===== src/hdl/ltk_pkg.sv =====
package ltk_pkg;

    typedef enum logic [1:0] {
        ST_IDLE,
        ST_READ,
        ST_EMIT
    } t_state;

    typedef logic [1:0] t_status;

    localparam t_status STAT_DATA = 2'd0;
    localparam t_status STAT_NONE = 2'd1;
    localparam t_status STAT_OVF  = 2'd2;

    localparam logic [7:0] XOR_FIRST = 8'd5;
    localparam logic [7:0] ESC_V0    = 8'd0;
    localparam logic [7:0] ESC_V1    = 8'd5;
    localparam logic [7:0] ESC_V2    = 8'd36;
    localparam logic [7:0] ESC_V3    = 8'd96;
    localparam logic [7:0] ESC_V4    = 8'd124;
    localparam logic [7:0] ESC_V5    = 8'd126;

    localparam logic [3:0] ESC_LAST  = 4'd9;
    localparam logic [3:0] MIN_KEY   = 4'd3;

    function automatic logic [7:0] nib_swap(input logic [7:0] v);
        return {v[3:0], v[7:4]};
    endfunction

    function automatic logic needs_escape(input logic [7:0] v);
        return (v == ESC_V0) || (v == ESC_V1) || (v == ESC_V2) ||
               (v == ESC_V3) || (v == ESC_V4) || (v == ESC_V5);
    endfunction

    // three decimal digits, hundreds in the top byte
    function automatic logic [23:0] esc_digits(input logic [7:0] v);
        logic [23:0] d;
        case (v)
            ESC_V1:  d = "005";
            ESC_V2:  d = "036";
            ESC_V3:  d = "096";
            ESC_V4:  d = "124";
            ESC_V5:  d = "126";
            default: d = "000";
        endcase
        return d;
    endfunction

    function automatic logic [7:0] esc_char(input logic [7:0] v, input logic [3:0] k);
        logic [23:0] d;
        logic [7:0]  c;
        d = esc_digits(v);
        case (k)
            4'd0:    c = "/";
            4'd1:    c = "%";
            4'd2:    c = "D";
            4'd3:    c = "C";
            4'd4:    c = "N";
            4'd5:    c = d[23:16];
            4'd6:    c = d[15:8];
            4'd7:    c = d[7:0];
            4'd8:    c = "%";
            default: c = "/";
        endcase
        return c;
    endfunction

endpackage


===== src/hdl/ltk_key_ram.sv =====
module ltk_key_ram #(
    parameter int DEPTH = 256,
    parameter int AW    = 8
) (
    input  logic          i_clk,
    input  logic          i_we,
    input  logic [AW-1:0] i_waddr,
    input  logic [7:0]    i_wdata,
    input  logic          i_re,
    input  logic [AW-1:0] i_raddr,
    output logic [7:0]    o_rdata
);

    logic [7:0] mem [DEPTH];
    logic [7:0] r_rdata;

    always_ff @(posedge i_clk) begin
        if (i_we) begin
            mem[i_waddr] <= i_wdata;
        end
    end

    always_ff @(posedge i_clk) begin
        if (i_re) begin
            r_rdata <= mem[i_raddr];
        end
    end

    assign o_rdata = r_rdata;

endmodule


===== src/hdl/lock_to_key_transform_top.sv =====
// Lock-to-key transform. Load items (tuser 0) feed lock bytes in tdata, tlast on the final
// byte; loads are taken back to back. Drain items (tuser 1) return the next key byte, as
// itself or as the ten-character escape /%DCN###%/, one character per cycle while the
// receiver is ready, with tlast on the last one; tuser carries the status in bits 1:0 and the
// key-finished flag in bit 2. A drain that returns a status only goes straight to the emit
// state; a drain that returns key data first passes a read state for the registered read of
// the key memory, then the character sequencer emits the byte or its escape. Key bytes sit in
// a MAX_LOCK-entry memory that needs no clearing after reset; the block takes one item at a time.
module lock_to_key_transform_top
    import ltk_pkg::*;
#(
    parameter int MAX_LOCK = 256
) (
    input  logic       i_clk,
    input  logic       i_rst_n,
    input  logic       i_s_tvalid,
    output logic       o_s_tready,
    input  logic [7:0] i_s_tdata,   // lock_byte
    input  logic       i_s_tuser,   // op
    input  logic       i_s_tlast,   // lock_end
    output logic       o_m_tvalid,
    input  logic       i_m_tready,
    output logic [7:0] o_m_tdata,   // key_char
    output logic [2:0] o_m_tuser,   // status[1:0], key_finished
    output logic       o_m_tlast    // run_last
);

    localparam int CW = $clog2(MAX_LOCK + 1);
    localparam int IW = $clog2(MAX_LOCK);

    t_state        r_state, n_state;
    logic [7:0]    r_prev, n_prev;
    logic [7:0]    r_fkp, n_fkp;
    logic [7:0]    r_fkv, n_fkv;
    logic [7:0]    r_key0, n_key0;
    logic [CW-1:0] r_cnt, n_cnt;
    logic [CW-1:0] r_emit, n_emit;
    logic          r_done, n_done;
    logic          r_ovf, n_ovf;
    logic [7:0]    r_val, n_val;
    logic          r_esc, n_esc;
    t_status       r_stat, n_stat;
    logic          r_fin, n_fin;
    logic          r_first, n_first;
    logic [3:0]    r_chr, n_chr;

    logic          in_acc, out_acc, is_drain, has_data, char_last;
    logic          ram_we, ram_re;
    logic [IW-1:0] ram_waddr;
    logic [7:0]    ram_wdata, ram_rdata, key_v;
    logic [CW-1:0] base_cnt;

    assign in_acc    = i_s_tvalid && o_s_tready;
    assign out_acc   = o_m_tvalid && i_m_tready;
    assign is_drain  = i_s_tuser;
    assign has_data  = r_done && !r_ovf && (r_cnt >= CW'(MIN_KEY)) && (r_emit < r_cnt);
    assign char_last = !r_esc || (r_chr == ESC_LAST);
    assign base_cnt  = r_done ? '0 : r_cnt;
    assign key_v     = r_first ? r_key0 : ram_rdata;

    ltk_key_ram #(
        .DEPTH (MAX_LOCK),
        .AW    (IW)
    ) u_ram (
        .i_clk   (i_clk),
        .i_we    (ram_we),
        .i_waddr (ram_waddr),
        .i_wdata (ram_wdata),
        .i_re    (ram_re),
        .i_raddr (r_emit[IW-1:0]),
        .o_rdata (ram_rdata)
    );

    always_comb begin
        n_state = r_state;
        case (r_state)
            ST_IDLE: begin
                if (in_acc && is_drain) begin
                    n_state = has_data ? ST_READ : ST_EMIT;
                end
            end
            ST_READ: n_state = ST_EMIT;
            ST_EMIT: begin
                if (out_acc && char_last) begin
                    n_state = ST_IDLE;
                end
            end
            default: n_state = ST_IDLE;
        endcase
    end

    always_comb begin
        o_s_tready = 1'b0;
        o_m_tvalid = 1'b0;
        case (r_state)
            ST_IDLE: o_s_tready = 1'b1;
            ST_EMIT: o_m_tvalid = 1'b1;
            default: begin
                o_s_tready = 1'b0;
                o_m_tvalid = 1'b0;
            end
        endcase
    end

    assign o_m_tdata = r_esc ? esc_char(r_val, r_chr) : r_val;
    assign o_m_tlast = char_last;
    assign o_m_tuser = {r_fin && char_last && (r_stat == STAT_DATA), r_stat};

    always_comb begin
        n_prev    = r_prev;
        n_fkp     = r_fkp;
        n_fkv     = r_fkv;
        n_key0    = r_key0;
        n_cnt     = r_cnt;
        n_emit    = r_emit;
        n_done    = r_done;
        n_ovf     = r_ovf;
        n_val     = r_val;
        n_esc     = r_esc;
        n_stat    = r_stat;
        n_fin     = r_fin;
        n_first   = r_first;
        n_chr     = r_chr;
        ram_we    = 1'b0;
        ram_re    = 1'b0;
        ram_waddr = r_cnt[IW-1:0];
        ram_wdata = nib_swap(i_s_tdata ^ r_prev);

        if (in_acc && !is_drain) begin
            n_cnt  = base_cnt;
            n_emit = r_done ? '0 : r_emit;
            n_ovf  = r_done ? 1'b0 : r_ovf;
            n_done = 1'b0;
            if (base_cnt >= CW'(MAX_LOCK)) begin
                n_ovf = 1'b1;
            end else begin
                if (base_cnt == '0) begin
                    n_fkp = nib_swap(i_s_tdata ^ XOR_FIRST);
                    n_fkv = nib_swap(i_s_tdata ^ XOR_FIRST);
                end else begin
                    n_fkv     = ram_wdata;
                    ram_we    = 1'b1;
                    ram_waddr = base_cnt[IW-1:0];
                end
                n_prev = i_s_tdata;
                n_cnt  = base_cnt + 1'b1;
            end
            if (i_s_tlast) begin
                n_key0 = n_fkp ^ n_fkv;
                n_done = 1'b1;
            end
        end else if (in_acc && is_drain) begin
            n_val = '0;
            n_esc = 1'b0;
            n_fin = 1'b0;
            n_chr = '0;
            if (!r_done) begin
                n_stat = STAT_NONE;
            end else if (r_ovf) begin
                n_stat = STAT_OVF;
            end else if (!has_data) begin
                n_stat = STAT_NONE;
            end else begin
                n_stat  = STAT_DATA;
                n_fin   = (r_emit + 1'b1) == r_cnt;
                n_first = (r_emit == '0);
                n_emit  = r_emit + 1'b1;
                ram_re  = 1'b1;
            end
        end

        if (r_state == ST_READ) begin
            n_val = key_v;
            n_esc = needs_escape(key_v);
        end

        if (out_acc && !char_last) begin
            n_chr = r_chr + 1'b1;
        end
    end

    always_ff @(posedge i_clk) begin
        if (!i_rst_n) begin
            r_state <= ST_IDLE;
            r_prev  <= '0;
            r_fkp   <= '0;
            r_fkv   <= '0;
            r_key0  <= '0;
            r_cnt   <= '0;
            r_emit  <= '0;
            r_done  <= 1'b0;
            r_ovf   <= 1'b0;
            r_stat  <= STAT_NONE;
            r_fin   <= 1'b0;
            r_first <= 1'b0;
            r_chr   <= '0;
            r_esc   <= 1'b0;
        end else begin
            r_state <= n_state;
            r_prev  <= n_prev;
            r_fkp   <= n_fkp;
            r_fkv   <= n_fkv;
            r_key0  <= n_key0;
            r_cnt   <= n_cnt;
            r_emit  <= n_emit;
            r_done  <= n_done;
            r_ovf   <= n_ovf;
            r_stat  <= n_stat;
            r_fin   <= n_fin;
            r_first <= n_first;
            r_chr   <= n_chr;
            r_esc   <= n_esc;
        end
    end

    always_ff @(posedge i_clk) begin
        r_val <= n_val;
    end

endmodule


===== config.mk =====
export PLATFORM = sky130hd
export DESIGN_NAME = lock_to_key_transform_top
export DESIGN_NICKNAME = d
export VERILOG_FILES = /design/src/hdl/ltk_pkg.sv /design/src/hdl/ltk_key_ram.sv /design/src/hdl/lock_to_key_transform_top.sv
export SDC_FILE = /design/constraint.sdc
export NUM_CORES = 2
export LEC_CHECK = 0
export BUFFER_PORTS_ARGS = -buffer_cell sky130_fd_sc_hd__buf_4
export CAP_MARGIN = 20
export CORE_ASPECT_RATIO = 1.25
export CORE_MARGIN = 3
export CORE_UTILIZATION = 63
export DETAILED_ROUTE_END_ITERATION = 8
export PLACE_DENSITY_LB_ADDON = 0.1
export SYNTH_ARGS = -nofsm -noshare
export SYNTH_HDL_FRONTEND = slang
export SYNTH_SLANG_ARGS = --single-unit

===== constraint.sdc =====
create_clock -name i_clk -period 14.9 [get_ports i_clk]
set_input_delay 4.47 -clock i_clk [delete_from_list [all_inputs] [get_ports i_clk]]
set_output_delay 4.47 -clock i_clk [all_outputs]
set_load 0.005 [all_outputs]

==> summary.md <==
| Metric | Value |
|---|---|
| Routed WL | `232100 um` |
| Die area | `139200 um^2` |
| DRT iter0 DRCs | `6511` |
| Maximum vdd drop | `125.9 uV` |
| Seq/Total Area, Yosys | `0.7449` |
| Reg clk slew, reported paths | `0.06 ns` |
| Initial Util | `0.6387` |
| Req. time, crit path | `15.34 ns` |
| Vias/cell | `7.099` |
| Resized cells post-CTS | `0` |
| HP Class | `flip-flop to flip-flop` |
| Area Growth Syn to Fin | `9.428%` |
| Die span in x | `334.3 um` |
| WL per Instance | `35.89 um` |
| Initial antenna violation count | `11` |
| CTS Root Buffer Type | `clkbuf_16` |
| CTS Buf Count | `193` |
| Via count | `45897` |
| Max_slew headroom | `0.1487` |
| Final setup margin | `6.916 ns` |
| Max Buffers Root-to-Sink | `3` |
| Multi-input logic area | `20020 um^2` |
| Post-synth EDFFs | `2064` |
| Arrival @ worst endpoint | `8.42 ns` |
| Hold Crit Start | `r_fkv[6]` |
| Crit path launch | `i_s_tvalid` |
| Highest fanout seen on the critical path | `20` |
| Post-synth ARST share | `0` |
| Syn Area/Cell | `18.85 um^2` |
| Crit end category | `flip-flop` |
| Primary FF master, synth | `edfxtp_1` |
| Io pins | `28` |
| Final Slew Violations | `0` |
| Gr ovfl total | `0` |
| Die H | `416.4 um` |
| Fmax | `125.3 MHz` |
| Final Critical Period | `7.984 ns` |
| RSZ-0062 raised after global routing | `false` |
| Pleak | `28.04 nW` |
| # Max-Cap Violations | `0` |
| Port bufs | `27` |
| DRC viols | `0` |
| Netlist Area Pre-Place | `84900 um^2` |
| Vias in the first global route | `44705` |
| Final setup skew | `0.03154 ns` |
| Final Hold Fails | `0` |
| Pin count of the biggest net entering global routing | `177` |
| Clock sink count | `2127` |
| RD Place Congestion | `0.8992` |
| Final #Nets | `4596` |
| Syn Inst Count | `4503` |
| Hold_buf cts | `0` |
| Synthesis-stage register bit count | `2127` |
| Synth warn | `0` |
| Actual slew at the worst max-slew pin | `1.265 ns` |
| Share of layout cells above drive strength 1 | `0.1883` |
| Final setup viols | `0` |
| R2R Path Start | `r_emit[1]` |
| Total power per unit cell area | `127.5 nW/um^2` |
| CTS tree | `built` |
| Synth Net Count | `4535` |
| Storage element area | `63260 um^2` |
| DP Wirelength | `138900 um` |
| Outcome | `completed` |
| Place WS | `6.186 ns` |
| Unique masters post-synth | `78` |
| First-pass GRT wire length | `330400 um` |
| Nature of the critical path startpoint | `primary input` |
| Clk_lat worst skew | `0.84 ns` |
| H-Tree Depth | `4` |
| Fin crit share | `0.5358` |
| Cell row count | `149` |
| Routed Antenna Nets | `0` |
| Filler instances | `8132` |
| Setup bufs post-CTS | `0` |
| Critical path type | `primary input to flip-flop` |
| Fin Setup TNS | `0 ns` |
| Core box area | `132900 um^2` |
| GRT Total Usage | `0.3376` |
| Drt first pass iters | `7` |
==> synthesized netlist by cell type (15+ instances only) <==
cell | count | area, um^2
buf_1 | 15 | 56.30
a221oi_1 | 46 | 402.9
ha_1 | 18 | 225.2
mux2_2 | 28 | 315.3
inv_1 | 20 | 75.07
o21ai_1 | 16 | 80.08
o21ai_0 | 80 | 400.4
buf_4 | 16 | 120.1
dfxtp_1 | 63 | 1261
xnor2_1 | 16 | 140.1
nor2b_1 | 24 | 150.1
buf_6 | 42 | 473.0
nor3_1 | 37 | 185.2
o22ai_1 | 31 | 193.9
edfxtp_1 | 2064 | 61980
a211oi_1 | 24 | 180.2
buf_2 | 67 | 335.3
nor2_1 | 368 | 1381
xor2_1 | 19 | 166.4
a22oi_1 | 47 | 352.8
nand4_1 | 15 | 93.84
a31oi_1 | 18 | 112.6
nand3_1 | 73 | 365.4
mux4_2 | 411 | 9256
clkbuf_1 | 115 | 431.7
nand2_1 | 186 | 698.2
mux2i_1 | 288 | 2883
a21oi_1 | 141 | 705.7
==> layout make-up <==
class / count / area share
flip-flops and latches: 2127 / 0.6809
multi-input cells: 2077 / 0.2155
clock buffers: 229 / 0.05424
well taps: 1736 / 0.02338
repair buffers: 140 / 0.01239
clock inverters: 124 / 0.01235
inverters: 25 / 0.001064
diodes: 7 / 0.0001886
==> power by group <==
group / internal, mW / switching, mW
logic: 0.0360 / 0.259
registers: 6.65 / 0.00711
clock network: 2.73 / 2.16
==> per-stage QoR <==
| stage | power, mW | cells | cell area [um^2] | utilization | hold slack, ns |
|---|---|---|---|---|---|
| CTS | 11.88 | 6458 | 92880 | 0.6988 | 0.4596 |
| global route | 12.13 | 6459 | 92880 | 0.6988 | 0.4878 |
| finish | 11.85 | 6465 | 92900 | 0.6989 | 0.4556 |
| global placement | 7.079 | 6104 | 86690 | 0.6522 | 0.4387 |
| floorplan | 6.976 | 4503 | 84900 | - | 0.4323 |
| detailed placement | 7.082 | 6105 | 86700 | 0.6522 | 0.4510 |
==> state kept, by name, indices dropped and copies added, names as in the netlist <==
signal         cells
r_fkp              8
r_esc              1
r_cnt              9
r_chr              4
r_ovf              1
r_key0             8
r_prev             8
r_emit             9
u_ram.mem       2048
r_fkv              8
r_val              8
r_state            2
r_fin              1
r_first            1
r_stat             2
u_ram.o_rdata      8
r_done             1
==> cells by family after synthesis <==
family,synth area share
AO/OA/AOI/OAI,0.04025
adder cells (fa/ha/maj),0.002653
AND/OR/NAND/NOR,0.03963
XOR/XNOR,0.003611
buffers and inverters,0.02156
flip-flops,0.7449
multiplexers,0.1474
==> layout by cell type, fill, tap and decap left out, types with 73 or more instances in the layout <==
master     count
clkbuf_16    196
mux2i_1      288
nor2_1       366
nand3_1       73
nand2_1      185
buf_4        132
edfxtp_1    2064
a21oi_1      141
o21ai_0       80
mux4_2       411
==> worst max-delay path: stages <==
cell and delay [ns]:
buf_4 0.07, nor3b_2 0.46, and2_1 0.53, nand2_1 0.50, nor2_1 0.24, buf_4 0.33, nand4_1 0.84, nor2_1 0.92
==> layer usage <==
layer / wire [um] / vias to the layer above / GRT usage
met5: 14 / - / 0
met2: 110300 / 3295 / 0.5201
met4: 11760 / 2 / 0.1558
met3: 26190 / 568 / 0.08040
li1: - / 18399 / -
met1: 83800 / 23633 / 0.4657
==> path summary, 6_finish.rpt <==
check | endpoint | slack, ns | cells past startpoint
setup / recovery | u_ram.mem[199][5] | 6.92 | 8
hold / removal | r_fkv[6] | 0.46 | 2
hold reg to reg | r_fkv[6] | 0.46 | 2
setup reg to reg | u_ram.o_rdata[1] | 8.94 | 11
Note: power is estimated with default switching activity, not from simulation.
